`src/hw/rtl/led_blink_code_indicator_macros.svh`:
```
// Assertion macros for the LED blink code indicator.
`ifndef LED_BLINK_CODE_INDICATOR_MACROS_SVH
`define LED_BLINK_CODE_INDICATOR_MACROS_SVH

`ifndef SYNTHESIS

// Check a condition at every clock edge out of reset.
`define LBC_ASSERT_ALWAYS(label, cond, msg) \
  label: assert property (@(posedge clk) disable iff (!rst_n) (cond)) else $error(msg);

// Check that a condition in one cycle brings another in the next cycle.
`define LBC_ASSERT_NEXT(label, ante, cons, msg) \
  label: assert property (@(posedge clk) disable iff (!rst_n) (ante) |=> (cons)) else $error(msg);

`else

`define LBC_ASSERT_ALWAYS(label, cond, msg)
`define LBC_ASSERT_NEXT(label, ante, cons, msg)

`endif

`endif

```
`src/hw/rtl/ledbc_pkg.sv`:
```
// Types, constants and lookup tables shared by the LED blink code indicator.
package ledbc_pkg;

  localparam int unsigned GROUP_FLASHES = 5;

  localparam int unsigned TIME_W   = 32;
  localparam int unsigned DUR_W    = 24;
  localparam int unsigned STAGE_W  = 3;
  localparam int unsigned STATUS_W = 8;
  localparam int unsigned CFG_IDX_W = 3;

  localparam logic [STAGE_W-1:0] FAIL_STAGE = 3'd7;

  localparam logic [DUR_W-1:0] FLASH_ON_RST  = 24'd120000;
  localparam logic [DUR_W-1:0] FLASH_OFF_RST = 24'd120000;
  localparam logic [DUR_W-1:0] GROUP_GAP_RST = 24'd800000;
  localparam logic [DUR_W-1:0] MID_GAP_RST   = 24'd1500000;
  localparam logic [DUR_W-1:0] CYCLE_GAP_RST = 24'd2500000;

  typedef enum logic [3:0] {
    PH_IDLE         = 4'd0,
    PH_CYCLE_GAP    = 4'd1,
    PH_STAGE_ON     = 4'd2,
    PH_STAGE_OFF    = 4'd3,
    PH_STAGE_GROUP  = 4'd4,
    PH_MID_GAP      = 4'd5,
    PH_STATUS_ON    = 4'd6,
    PH_STATUS_OFF   = 4'd7,
    PH_STATUS_GROUP = 4'd8
  } phase_t;

  typedef enum logic [CFG_IDX_W-1:0] {
    CFG_FLASH_ON  = 3'd0,
    CFG_FLASH_OFF = 3'd1,
    CFG_GROUP_GAP = 3'd2,
    CFG_MID_GAP   = 3'd3,
    CFG_CYCLE_GAP = 3'd4
  } cfg_idx_t;

  typedef struct packed {
    logic [DUR_W-1:0] flash_on_time;
    logic [DUR_W-1:0] flash_off_time;
    logic [DUR_W-1:0] group_gap_time;
    logic [DUR_W-1:0] mid_gap_time;
    logic [DUR_W-1:0] cycle_gap_time;
  } ledbc_cfg_t;

  typedef struct packed {
    phase_t              phase;
    logic [TIME_W-1:0]   phase_start;
    logic [STAGE_W-1:0]  cycle_stage;
    logic [STATUS_W-1:0] cycle_status;
    logic [STATUS_W-1:0] flashes_remaining;
    logic                led_level;
  } ledbc_state_t;

  // Bit i is set when i flashes done closes a group.
  function automatic logic [2**STATUS_W-1:0] group_end_table();
    logic [2**STATUS_W-1:0] tbl;
    int unsigned            cnt;
    tbl = '0;
    cnt = 0;
    for (int i = 0; i < 2**STATUS_W; i++) begin
      tbl[i] = (cnt == 0);
      cnt = (cnt == GROUP_FLASHES - 1) ? 0 : cnt + 1;
    end
    return tbl;
  endfunction

  localparam logic [2**STATUS_W-1:0] GROUP_END_TBL = group_end_table();

endpackage

```
`src/hw/rtl/ledbc_step.sv`:
```
// Next-state and LED logic for one tick of the blink code sequencer.
module ledbc_step (
  input  ledbc_pkg::ledbc_cfg_t                 cfg,
  input  ledbc_pkg::ledbc_state_t               cur,
  input  logic [ledbc_pkg::TIME_W-1:0]          now_us,
  input  logic [ledbc_pkg::STAGE_W-1:0]         stage,
  input  logic [ledbc_pkg::STATUS_W-1:0]        status_code,
  output ledbc_pkg::ledbc_state_t               nxt,
  output logic                                  led_changed
);
  import ledbc_pkg::*;

  logic [TIME_W-1:0]   elapsed;
  logic [DUR_W-1:0]    limit;
  logic                timed_out;
  logic [STATUS_W-1:0] total;
  logic [STATUS_W-1:0] done;
  logic                group_end;
  logic [STATUS_W-1:0] remaining_dec;

  assign elapsed = now_us - cur.phase_start;

  // One shared compare: pick the wait that belongs to the current phase.
  always_comb begin
    case (cur.phase)
      PH_CYCLE_GAP:                     limit = cfg.cycle_gap_time;
      PH_STAGE_ON, PH_STATUS_ON:        limit = cfg.flash_on_time;
      PH_STAGE_OFF, PH_STATUS_OFF:      limit = cfg.flash_off_time;
      PH_STAGE_GROUP, PH_STATUS_GROUP:  limit = cfg.group_gap_time;
      PH_MID_GAP:                       limit = cfg.mid_gap_time;
      default:                          limit = '0;
    endcase
  end

  assign timed_out = (elapsed >= {{(TIME_W-DUR_W){1'b0}}, limit});

  assign total = (cur.phase == PH_STATUS_OFF) ? cur.cycle_status
                                               : {{(STATUS_W-STAGE_W){1'b0}}, cur.cycle_stage};
  assign done      = total - cur.flashes_remaining;
  assign group_end = GROUP_END_TBL[done];

  // Hold the counter at zero instead of wrapping.
  assign remaining_dec = (cur.flashes_remaining != '0) ? cur.flashes_remaining - 1'b1
                                                       : cur.flashes_remaining;

  always_comb begin
    nxt = cur;
    case (cur.phase)
      PH_CYCLE_GAP: begin
        if (timed_out) begin
          nxt.cycle_stage  = stage;
          nxt.cycle_status = status_code;
          nxt.phase_start  = now_us;
          if (stage == '0) begin
            nxt.led_level = 1'b0;
            nxt.phase     = PH_IDLE;
          end else begin
            nxt.flashes_remaining = {{(STATUS_W-STAGE_W){1'b0}}, stage};
            nxt.led_level         = 1'b1;
            nxt.phase             = PH_STAGE_ON;
          end
        end
      end
      PH_STAGE_ON, PH_STATUS_ON: begin
        if (timed_out) begin
          nxt.led_level         = 1'b0;
          nxt.flashes_remaining = remaining_dec;
          nxt.phase_start       = now_us;
          nxt.phase = (cur.phase == PH_STAGE_ON) ? PH_STAGE_OFF : PH_STATUS_OFF;
        end
      end
      PH_STAGE_OFF: begin
        if (timed_out) begin
          nxt.phase_start = now_us;
          if (cur.flashes_remaining == '0) begin
            if (cur.cycle_stage == FAIL_STAGE && cur.cycle_status != '0) begin
              nxt.phase = PH_MID_GAP;
            end else begin
              nxt.phase = PH_CYCLE_GAP;
            end
          end else if (group_end) begin
            nxt.phase = PH_STAGE_GROUP;
          end else begin
            nxt.led_level = 1'b1;
            nxt.phase     = PH_STAGE_ON;
          end
        end
      end
      PH_STATUS_OFF: begin
        if (timed_out) begin
          nxt.phase_start = now_us;
          if (cur.flashes_remaining == '0) begin
            nxt.phase = PH_CYCLE_GAP;
          end else if (group_end) begin
            nxt.phase = PH_STATUS_GROUP;
          end else begin
            nxt.led_level = 1'b1;
            nxt.phase     = PH_STATUS_ON;
          end
        end
      end
      PH_STAGE_GROUP, PH_STATUS_GROUP: begin
        if (timed_out) begin
          nxt.led_level   = 1'b1;
          nxt.phase_start = now_us;
          nxt.phase = (cur.phase == PH_STAGE_GROUP) ? PH_STAGE_ON : PH_STATUS_ON;
        end
      end
      PH_MID_GAP: begin
        if (timed_out) begin
          nxt.flashes_remaining = cur.cycle_status;
          nxt.led_level         = 1'b1;
          nxt.phase_start       = now_us;
          nxt.phase             = PH_STATUS_ON;
        end
      end
      default: begin
        // Idle, and any unused phase code.
        nxt.phase = PH_IDLE;
        if (stage != '0) begin
          nxt.cycle_stage  = stage;
          nxt.cycle_status = status_code;
          nxt.led_level    = 1'b0;
          nxt.phase_start  = now_us;
          nxt.phase        = PH_CYCLE_GAP;
        end
      end
    endcase
  end

  assign led_changed = (nxt.led_level != cur.led_level);

endmodule

```
`src/hw/rtl/led_blink_code_indicator.sv`:
```
// LED blink code indicator: one tick item in, one LED level item out. Each
// tick is captured in an input register, run through the sequencer's
// next-state logic in a single pass and stored in the result register, so
// the block takes one tick every clock cycle unless the result side stalls;
// the throughput is set by the sequencer's phase update, and the input side
// keeps accepting while a result waits as long as the result register is
// freed in the same cycle. Durations are 24-bit microsecond counts written
// through the cfg port (index 0 on time, 1 off time, 2 group gap, 3 mid gap,
// 4 gap between cycles; other indexes are ignored); a write applies to the very next
// item the sequencer handles, so write only while no item is in flight.
// Elapsed time wraps modulo 2^32. There is no clearing pass after reset.
`include "led_blink_code_indicator_macros.svh"

module led_blink_code_indicator (
  input  logic                                 clk,
  input  logic                                 rst_n,
  input  logic                                 cfg_we,
  input  logic [ledbc_pkg::CFG_IDX_W-1:0]      cfg_index,
  input  logic [ledbc_pkg::DUR_W-1:0]          cfg_wdata,
  input  logic                                 in_valid,
  output logic                                 in_ready,
  input  logic [ledbc_pkg::TIME_W-1:0]         in_now_us,
  input  logic [ledbc_pkg::STAGE_W-1:0]        in_stage,
  input  logic [ledbc_pkg::STATUS_W-1:0]       in_status_code,
  output logic                                 out_valid,
  input  logic                                 out_ready,
  output logic                                 out_led_on,
  output logic                                 out_led_changed
);
  import ledbc_pkg::*;

  ledbc_cfg_t          cfg_r;
  ledbc_state_t        st_r;
  ledbc_state_t        st_nxt;
  logic                step_changed;

  logic                s1_valid_r;
  logic [TIME_W-1:0]   s1_now_r;
  logic [STAGE_W-1:0]  s1_stage_r;
  logic [STATUS_W-1:0] s1_status_r;

  logic                out_valid_r;
  logic                out_led_on_r;
  logic                out_led_changed_r;

  logic                out_free;
  logic                s1_adv;
  logic                in_take;

  assign out_free = !out_valid_r || out_ready;
  assign s1_adv   = s1_valid_r && out_free;
  assign in_ready = !s1_valid_r || out_free;
  assign in_take  = in_valid && in_ready;

  always_ff @(posedge clk) begin
    if (!rst_n) begin
      cfg_r.flash_on_time  <= FLASH_ON_RST;
      cfg_r.flash_off_time <= FLASH_OFF_RST;
      cfg_r.group_gap_time <= GROUP_GAP_RST;
      cfg_r.mid_gap_time   <= MID_GAP_RST;
      cfg_r.cycle_gap_time <= CYCLE_GAP_RST;
    end else if (cfg_we) begin
      case (cfg_index)
        CFG_FLASH_ON:  cfg_r.flash_on_time  <= cfg_wdata;
        CFG_FLASH_OFF: cfg_r.flash_off_time <= cfg_wdata;
        CFG_GROUP_GAP: cfg_r.group_gap_time <= cfg_wdata;
        CFG_MID_GAP:   cfg_r.mid_gap_time   <= cfg_wdata;
        CFG_CYCLE_GAP: cfg_r.cycle_gap_time <= cfg_wdata;
        default: ;
      endcase
    end
  end

  // Input register: hold the tick while the result side is stalled.
  always_ff @(posedge clk) begin
    if (!rst_n) begin
      s1_valid_r <= 1'b0;
    end else if (in_ready) begin
      s1_valid_r <= in_valid;
    end
  end

  always_ff @(posedge clk) begin
    if (in_take) begin
      s1_now_r    <= in_now_us;
      s1_stage_r  <= in_stage;
      s1_status_r <= in_status_code;
    end
  end

  ledbc_step u_step (
    .cfg         (cfg_r),
    .cur         (st_r),
    .now_us      (s1_now_r),
    .stage       (s1_stage_r),
    .status_code (s1_status_r),
    .nxt         (st_nxt),
    .led_changed (step_changed)
  );

  // Sequencer state advances once per item.
  always_ff @(posedge clk) begin
    if (!rst_n) begin
      st_r.phase             <= PH_IDLE;
      st_r.phase_start       <= '0;
      st_r.cycle_stage       <= '0;
      st_r.cycle_status      <= '0;
      st_r.flashes_remaining <= '0;
      st_r.led_level         <= 1'b0;
    end else if (s1_adv) begin
      st_r <= st_nxt;
    end
  end

  always_ff @(posedge clk) begin
    if (!rst_n) begin
      out_valid_r <= 1'b0;
    end else if (out_free) begin
      out_valid_r <= s1_valid_r;
    end
  end

  always_ff @(posedge clk) begin
    if (s1_adv) begin
      out_led_on_r      <= st_nxt.led_level;
      out_led_changed_r <= step_changed;
    end
  end

  assign out_valid       = out_valid_r;
  assign out_led_on      = out_led_on_r;
  assign out_led_changed = out_led_changed_r;

  `LBC_ASSERT_ALWAYS(a_led_only_in_on_phase, !st_r.led_level || st_r.phase == PH_STAGE_ON || st_r.phase == PH_STATUS_ON, "LED lit outside a flash phase")
  `LBC_ASSERT_NEXT(a_result_matches_state, s1_adv, out_valid_r && out_led_on_r == st_r.led_level, "result item does not match LED state")
  `LBC_ASSERT_ALWAYS(a_stall_only_when_full, in_ready || (s1_valid_r && out_valid_r), "input stalled with room in the pipeline")

endmodule

```
`config.mk`:
```
export PLATFORM = sky130hd
export DESIGN_NAME = led_blink_code_indicator
export DESIGN_NICKNAME = d
export VERILOG_FILES = /design/src/hw/rtl/ledbc_pkg.sv /design/src/hw/rtl/ledbc_step.sv /design/src/hw/rtl/led_blink_code_indicator.sv
export VERILOG_INCLUDE_DIRS = /design/src /design/src/hw/rtl
export SDC_FILE = /design/constraint.sdc
export NUM_CORES = 1
export LEC_CHECK = 0
export BUFFER_PORTS_ARGS = -buffer_cell sky130_fd_sc_hd__buf_2
export CORE_MARGIN = 2
export CORE_UTILIZATION = 55
export DETAILED_ROUTE_END_ITERATION = 12
export PLACE_DENSITY = 0.78
export SKIP_CTS_REPAIR_TIMING = 1
export SKIP_LAST_GASP = 1
export SLEW_MARGIN = 20
export SYNTH_ARGS = -nofsm -noshare
export SYNTH_HDL_FRONTEND = slang
export SYNTH_HIERARCHICAL = 1
export SYNTH_SLANG_ARGS = --single-unit
```
`constraint.sdc`:
```
create_clock -name clk -period 7.4 [get_ports clk]
set_input_delay 0.74 -clock clk [delete_from_list [all_inputs] [get_ports clk]]
set_output_delay 0.74 -clock clk [all_outputs]
set_load 0.05 [all_outputs]
```
==> reports/results.tsv, run 1 <==
metric	value	unit
status	finished clean	
vdd_drop_max	0.000200	V
comb_power_share	0.181	
criticalPathCategory	reg -> reg	
crit_slowest_cell	nor2b_1	
synth-seq-cells	223	
hold_path_startpoint	in_now_us[15]	
core	0.0233	sq mm
wire_per_inst	16.5	um
worstMarginPinSlew	1.11	ns
cts_buffers	24	
synth-simple-area-share	0.200	
postRouteAntennaNets	0	
synthMuxAreaShare	0.105	
rows	56	
dp_hpwl	21700	um
arrival	6.85	ns
grt_pass1_wl	51400	um
routed_wl	31700	um
num_io_pins	79	
synth_area	0.0130	sq mm
hold_class	in -> reg	
cts.reportedPaths.clkPinSlew	0.06	ns
drtIter0Drc	920	
period_minus_slack	6.49	ns
grt_use_total	0.251	
p_per_area	214	mW/mm^2
initial_utilization	0.558	
crit_top_cell	a21oi_1	
ys.flop_type	dfxtp_1	
p_leak	5.47	nW
via_per_inst	5.88	
port_buffers	78	
setup_viol	0	
synth_compound_area_frac	0.179	
end_kind	flop	
grt_setup_unrepaired	no	
grt-ovfl-total	0	
max_stage_delay	0.76	ns
synthCells	1560	
maxSlewViolCount	0	
timing.rr.start	s1_now_r[0]	
clock-root-buffer	clkbuf_16	
drc	0	
antenna_found_initial	0	
avgSynthCellArea	8.35	sq um
cp_max_fo	19	
grt_pass1_vias	10600	
synth.net_count	1701	
finalHoldViolCount	0	
p_sw_frac	0.281	
layout.nets	1726	
maxSlewHeadroom	0.253	
insertion_delay	0.55	ns
synth-async-reset-ratio	0	
synth_seq_area_share	0.377	
htree_levels	1	
tns	0	ns
setup.worst_path.start_class	flop	
yosysUniqueCellTypes	89	
power_frac_seq	0.426	
final_cells	1923	
die_y	158	um
finalCritPeriodShare	0.877	
cap_violations	0	
ctsLongestPathBuffers	3	
dr.pass1.iters	5	
synth_warnings	6	
startpoint	s1_now_r[0]	
drive_gt1_frac	0.107	
internal_power	0.00222	W
design.die.area	0.0249	sq mm
cts_tree	done	
num_vias	11300	
clkPwrFrac	0.393	
cp.required	7.76	ns
p_switching	0.000867	W
chipWidth	158	um
cts.sinks	223	
post_synth_fa_ha_maj_area_fraction	0.0645	
synth_edf_count	45	
synthXorXnorAreaFrac	0.0248	
synth_top_family_by_area	simple AND/OR/NAND/NOR gates	
fmax	0.154	GHz
gp_congestion	0.957	
placed_cells	1878	
grt_max_degree	149	
syn2layout_area_growth	10.5	%
fin_worst_skew	0.0286	ns
==> final timing paths <==
check	to	slack, ns	depth (start not counted)
worst min-delay path	s1_now_r[15]	0.37	1
worst max-delay path	st_r[13]	0.91	30
worst max register to register	st_r[13]	0.91	30
worst min register to register	st_r[30]	0.46	2
==> per-stage QoR <==
stage	total power [W]	hold slack (ns)	util	setup slack (ns)	area, sq um
after floorplan	0.00175	0.429	-	2.15	13000
after global placement	0.00187	0.436	0.582	1.24	13600
after detailed placement	0.00189	0.450	0.582	1.01	13600
after CTS	0.00310	0.349	0.617	0.985	14400
after global routing	0.00322	0.349	0.617	0.357	14400
final	0.00309	0.368	0.617	0.914	14400
==> flip-flops by register name, summed over array words and instances, names as in the netlist <==
| signal | cells |
|---|---|
| cfg_r | 120 |
| st_r | 56 |
| s1_now_r | 32 |
| s1_status_r | 8 |
| s1_stage_r | 3 |
| out_led_changed | 1 |
| out_led_on | 1 |
| out_valid | 1 |
| s1_valid_r | 1 |
==> layer usage <==
metal / wire length [um] / global-route usage / share of wire / vias up
li1: - / - / - / 5636
met1: 14200 / 0.338 / 0.45 / 5306
met2: 15000 / 0.422 / 0.47 / 313
met3: 1640 / 0.0304 / 0.052 / 49
met4: 788 / 0.0775 / 0.025 / 0
met5: 0 / 0 / 0 / -
==> critical path, delay by kind of cell (launching register included) <==
| kind | cells | cell delay, ns |
|---|---|---|
| buffers and inverters | 3 | 0.39 |
| xor gates and xnor gates | 1 | 0.08 |
| DFF | 1 | 0.39 |
| and+or+nand+nor | 9 | 1.99 |
| muxes | 2 | 0.47 |
| AOI/OAI and AO/OA | 12 | 2.23 |
| adders and majority gates | 3 | 0.76 |
==> synthesized netlist by cell type, drive strengths merged, types with 15 or more instances <==
| cell type | number | area [sq um] |
|---|---|---|
| mux2i | 122 | 1220 |
| clkbuf | 59 | 221 |
| xor2 | 15 | 139 |
| nand2 | 276 | 1040 |
| nor2 | 56 | 213 |
| a21oi | 92 | 468 |
| inv | 54 | 203 |
| ha | 64 | 801 |
| edfxtp | 45 | 1350 |
| nor2b | 16 | 100 |
| dfxtp | 178 | 3560 |
| buf | 38 | 216 |
| xnor2 | 21 | 184 |
| nor3 | 17 | 90.1 |
| o21ai | 155 | 791 |
| nand3 | 126 | 631 |
| o22ai | 30 | 188 |
| a21o | 19 | 144 |
==> power by group through the flow <==
| stage | Combinational (W) | Sequential (W) | Clock, W |
|---|---|---|---|
| floorplan | 0.000418 | 0.00133 | 0 |
| global placement | 0.000531 | 0.00134 | 0 |
| detailed placement | 0.000547 | 0.00134 | 0 |
| CTS | 0.000551 | 0.00131 | 0.00123 |
| global route | 0.000618 | 0.00132 | 0.00129 |
| finish | 0.000558 | 0.00131 | 0.00121 |
==> cells by family after synthesis <==
logic type / after synthesis
AOI/OAI and AO/OA: 383
DFF: 223
adders and majority gates: 66
muxes: 135
buffers and inverters: 152
and+or+nand+nor: 565
xor gates and xnor gates: 36
==> area by class of cell <==
type	instances	area, sq um
Antenna cell	1	2.50
Clock buffer	31	699
Clock inverter	13	128
Fill cell	2070	8930
Inverter	55	206
Multi-Input combinational cell	1185	7500
Sequential cell	223	4920
Tap cell	319	399
Timing Repair Buffer	96	544
==> cell usage in the layout, fill, tap and decap left out, types with 12 or more instances in the layout <==
cell type / count
nand2_1: 275
xor2_1: 14
nor2b_1: 15
dfxtp_1: 176
nor3_1: 15
a21o_1: 18
inv_1: 54
buf_4: 17
nand4_1: 12
nor2_1: 55
nand2b_1: 13
xnor2_1: 21
a21oi_1: 90
ha_1: 64
o22ai_1: 30
o21ai_1: 20
mux2i_1: 122
clkbuf_16: 26
nand3_1: 126
buf_2: 77
o21ai_0: 133
edfxtp_1: 45
(Power assumes the default switching activity.)
==> run 2: changes to the inputs <==
--- a/config.mk
+++ b/config.mk
@@ -11,6 +11,7 @@
 export CORE_UTILIZATION = 55
 export DETAILED_ROUTE_END_ITERATION = 12
 export PLACE_DENSITY = 0.78
+export RECOVER_POWER = 100
 export SKIP_CTS_REPAIR_TIMING = 1
 export SKIP_LAST_GASP = 1
 export SLEW_MARGIN = 20
==> reports/results.tsv, run 2 (synthesized netlist as in run 1, its figures left out) <==
metric	value	unit	change
largest_reg_flops	120		unchanged
crit_top_cell	a21oi_1		
regMostFlops	cfg_r		
tns	0	ns	unchanged
period_minus_slack	6.60	ns	+0.115 ns
dr.pass1.iters	5		unchanged
chipWidth	158	um	unchanged
wire_per_inst	16.5	um	-0.11%
p_per_area	216	mW/mm^2	+0.57%
status	complete, but fails checks		
final_common_cell	nand2_1		
fmax	0.151	GHz	-1.7%
worstMarginPinSlew	4.49	ns	+3.38 ns
grt-ovfl-total	0		unchanged
grt_setup_unrepaired	no		
syn2layout_area_growth	10.1	%	
violations	capacitance limit, slew limit		
grt_pass1_wl	51400	um	unchanged
grt_use_total	0.251		unchanged
crit_slowest_cell	nor2b_1		
antenna_found_initial	0		unchanged
max_stage_delay	0.76	ns	about the same
final_cell_mix	nand2_1, dfxtp_1, o21ai_0		
fin_worst_skew	0.0277	ns	-0.000879 ns
placed_cells	1878		unchanged
routed_wl	31600	um	-0.11%
num_vias	11300		+0.35%
maxSlewViolCount	423		+423
setup_viol	0		unchanged
rows	56		unchanged
met3_usage	0.0304		unchanged
port_buffers	78		unchanged
cts.reportedPaths.clkPinSlew	0.06	ns	about the same
drc	0		unchanged
layout.nets	1726		unchanged
finalCritPeriodShare	0.892		+0.0155
cp_max_fo	19		unchanged
use_met1	0.338		unchanged
clock-root-buffer	clkbuf_16		
cts_buffers	24		unchanged
cts.sinks	223		unchanged
whs	0.368	ns	-0.000248 ns
insertion_delay	0.54	ns	about the same
num_io_pins	79		unchanged
p_leak	5.42	nW	-0.95%
die_y	158	um	unchanged
final_cells	1923		unchanged
vdd_drop_max	0.000200	V	+0.13%
cp.required	7.62	ns	-0.14 ns
grt_pass1_vias	10600		unchanged
postRouteAntennaNets	0		unchanged
use_met2	0.422		unchanged
arrival	6.82	ns	-0.03 ns
maxSlewHeadroom	-2.00		-2.25
gp_congestion	0.957		unchanged
reg_top3	cfg_r: 120 flops, st_r: 56 flops, s1_now_r: 32 flops		
drtIter0Drc	970		+5.4%
hold_class	in -> reg		
setup.worst_path.start_class	flop		
cts_tree	done		
end_kind	flop		
busiest_layer	met2		
core	0.0233	sq mm	unchanged
final_area	0.0143	sq mm	-0.37%
htree_levels	1		unchanged
cap_violations	9		+9
placed_cell_area	0.0136	sq mm	unchanged
via_per_inst	5.90		+0.35%
ctsLongestPathBuffers	3		unchanged
grt_max_degree	149		unchanged
dp_hpwl	21700	um	unchanged
finalHoldViolCount	0		unchanged
drive_gt1_frac	0.0948		-0.0119
criticalPathCategory	reg -> reg		
design.die.area	0.0249	sq mm	unchanged
initial_utilization	0.558		unchanged
place_ws	1.01	ns	unchanged
finalWorstSetupSlack	0.799	ns	-0.115 ns
[run 2: cell count changes in the layout (fill, tap and decap cells not counted), moves of 7 or more]
cell,previous run,this run
o21ai_0,133,150
clkbuf_1,2,19
buf_2,77,67
buf_4,17,10
o21ai_1,20,3
[run 2: worst max-delay path, delay by kind of cell (launching register included)]
kind	cells	cell delay [ns]
and+or+nand+nor	9	1.98
AOI/OAI and AO/OA	12	2.22
DFF	1	0.39
buffers and inverters	3	0.39
xor gates and xnor gates	1	0.08
adders and majority gates	3	0.76
muxes	2	0.47
[run 2: through the flow]
stage	util	total power, W
floorplan	-	0.00175
CTS	0.617	0.00310
global route	0.615	0.00323
finish	0.615	0.00309
detailed placement	0.582	0.00189
global placement	0.582	0.00187
[run 2: worst paths after layout]
check | slack (ns) | depth (start not counted) | endpoint | from
setup / recovery | 0.80 | 30 | st_r[13] | s1_now_r[0]
hold / removal | 0.37 | 1 | s1_now_r[15] | in_now_us[15]
setup reg to reg | 0.80 | 30 | st_r[13] | s1_now_r[0]
hold reg to reg | 0.46 | 2 | st_r[30] | st_r[30]
[run 2: routing by layer]
metal,wire length (um),vias to the layer above
met3,1560,55
met1,14300,5338
met2,14900,322
met5,0,-
met4,838,0
li1,-,5629
[run 2: cell type report]
cell class	count	area, sq um
fillers	2078	8990
multi-input cells	1185	7490
flip-flops and latches	223	4920
clock buffers	31	699
repair buffers	96	499
well taps	319	399
inverters	55	206
clock inverters	13	128
diodes	1	2.50
[run 2: power breakdown]
| group | total [W] | switching, W | internal (W) |
|---|---|---|---|
| Clock | 0.00122 | 0.000505 | 0.000710 |
| Sequential | 0.00132 | 0.0000279 | 0.00129 |
| Combinational | 0.000561 | 0.000335 | 0.000227 |
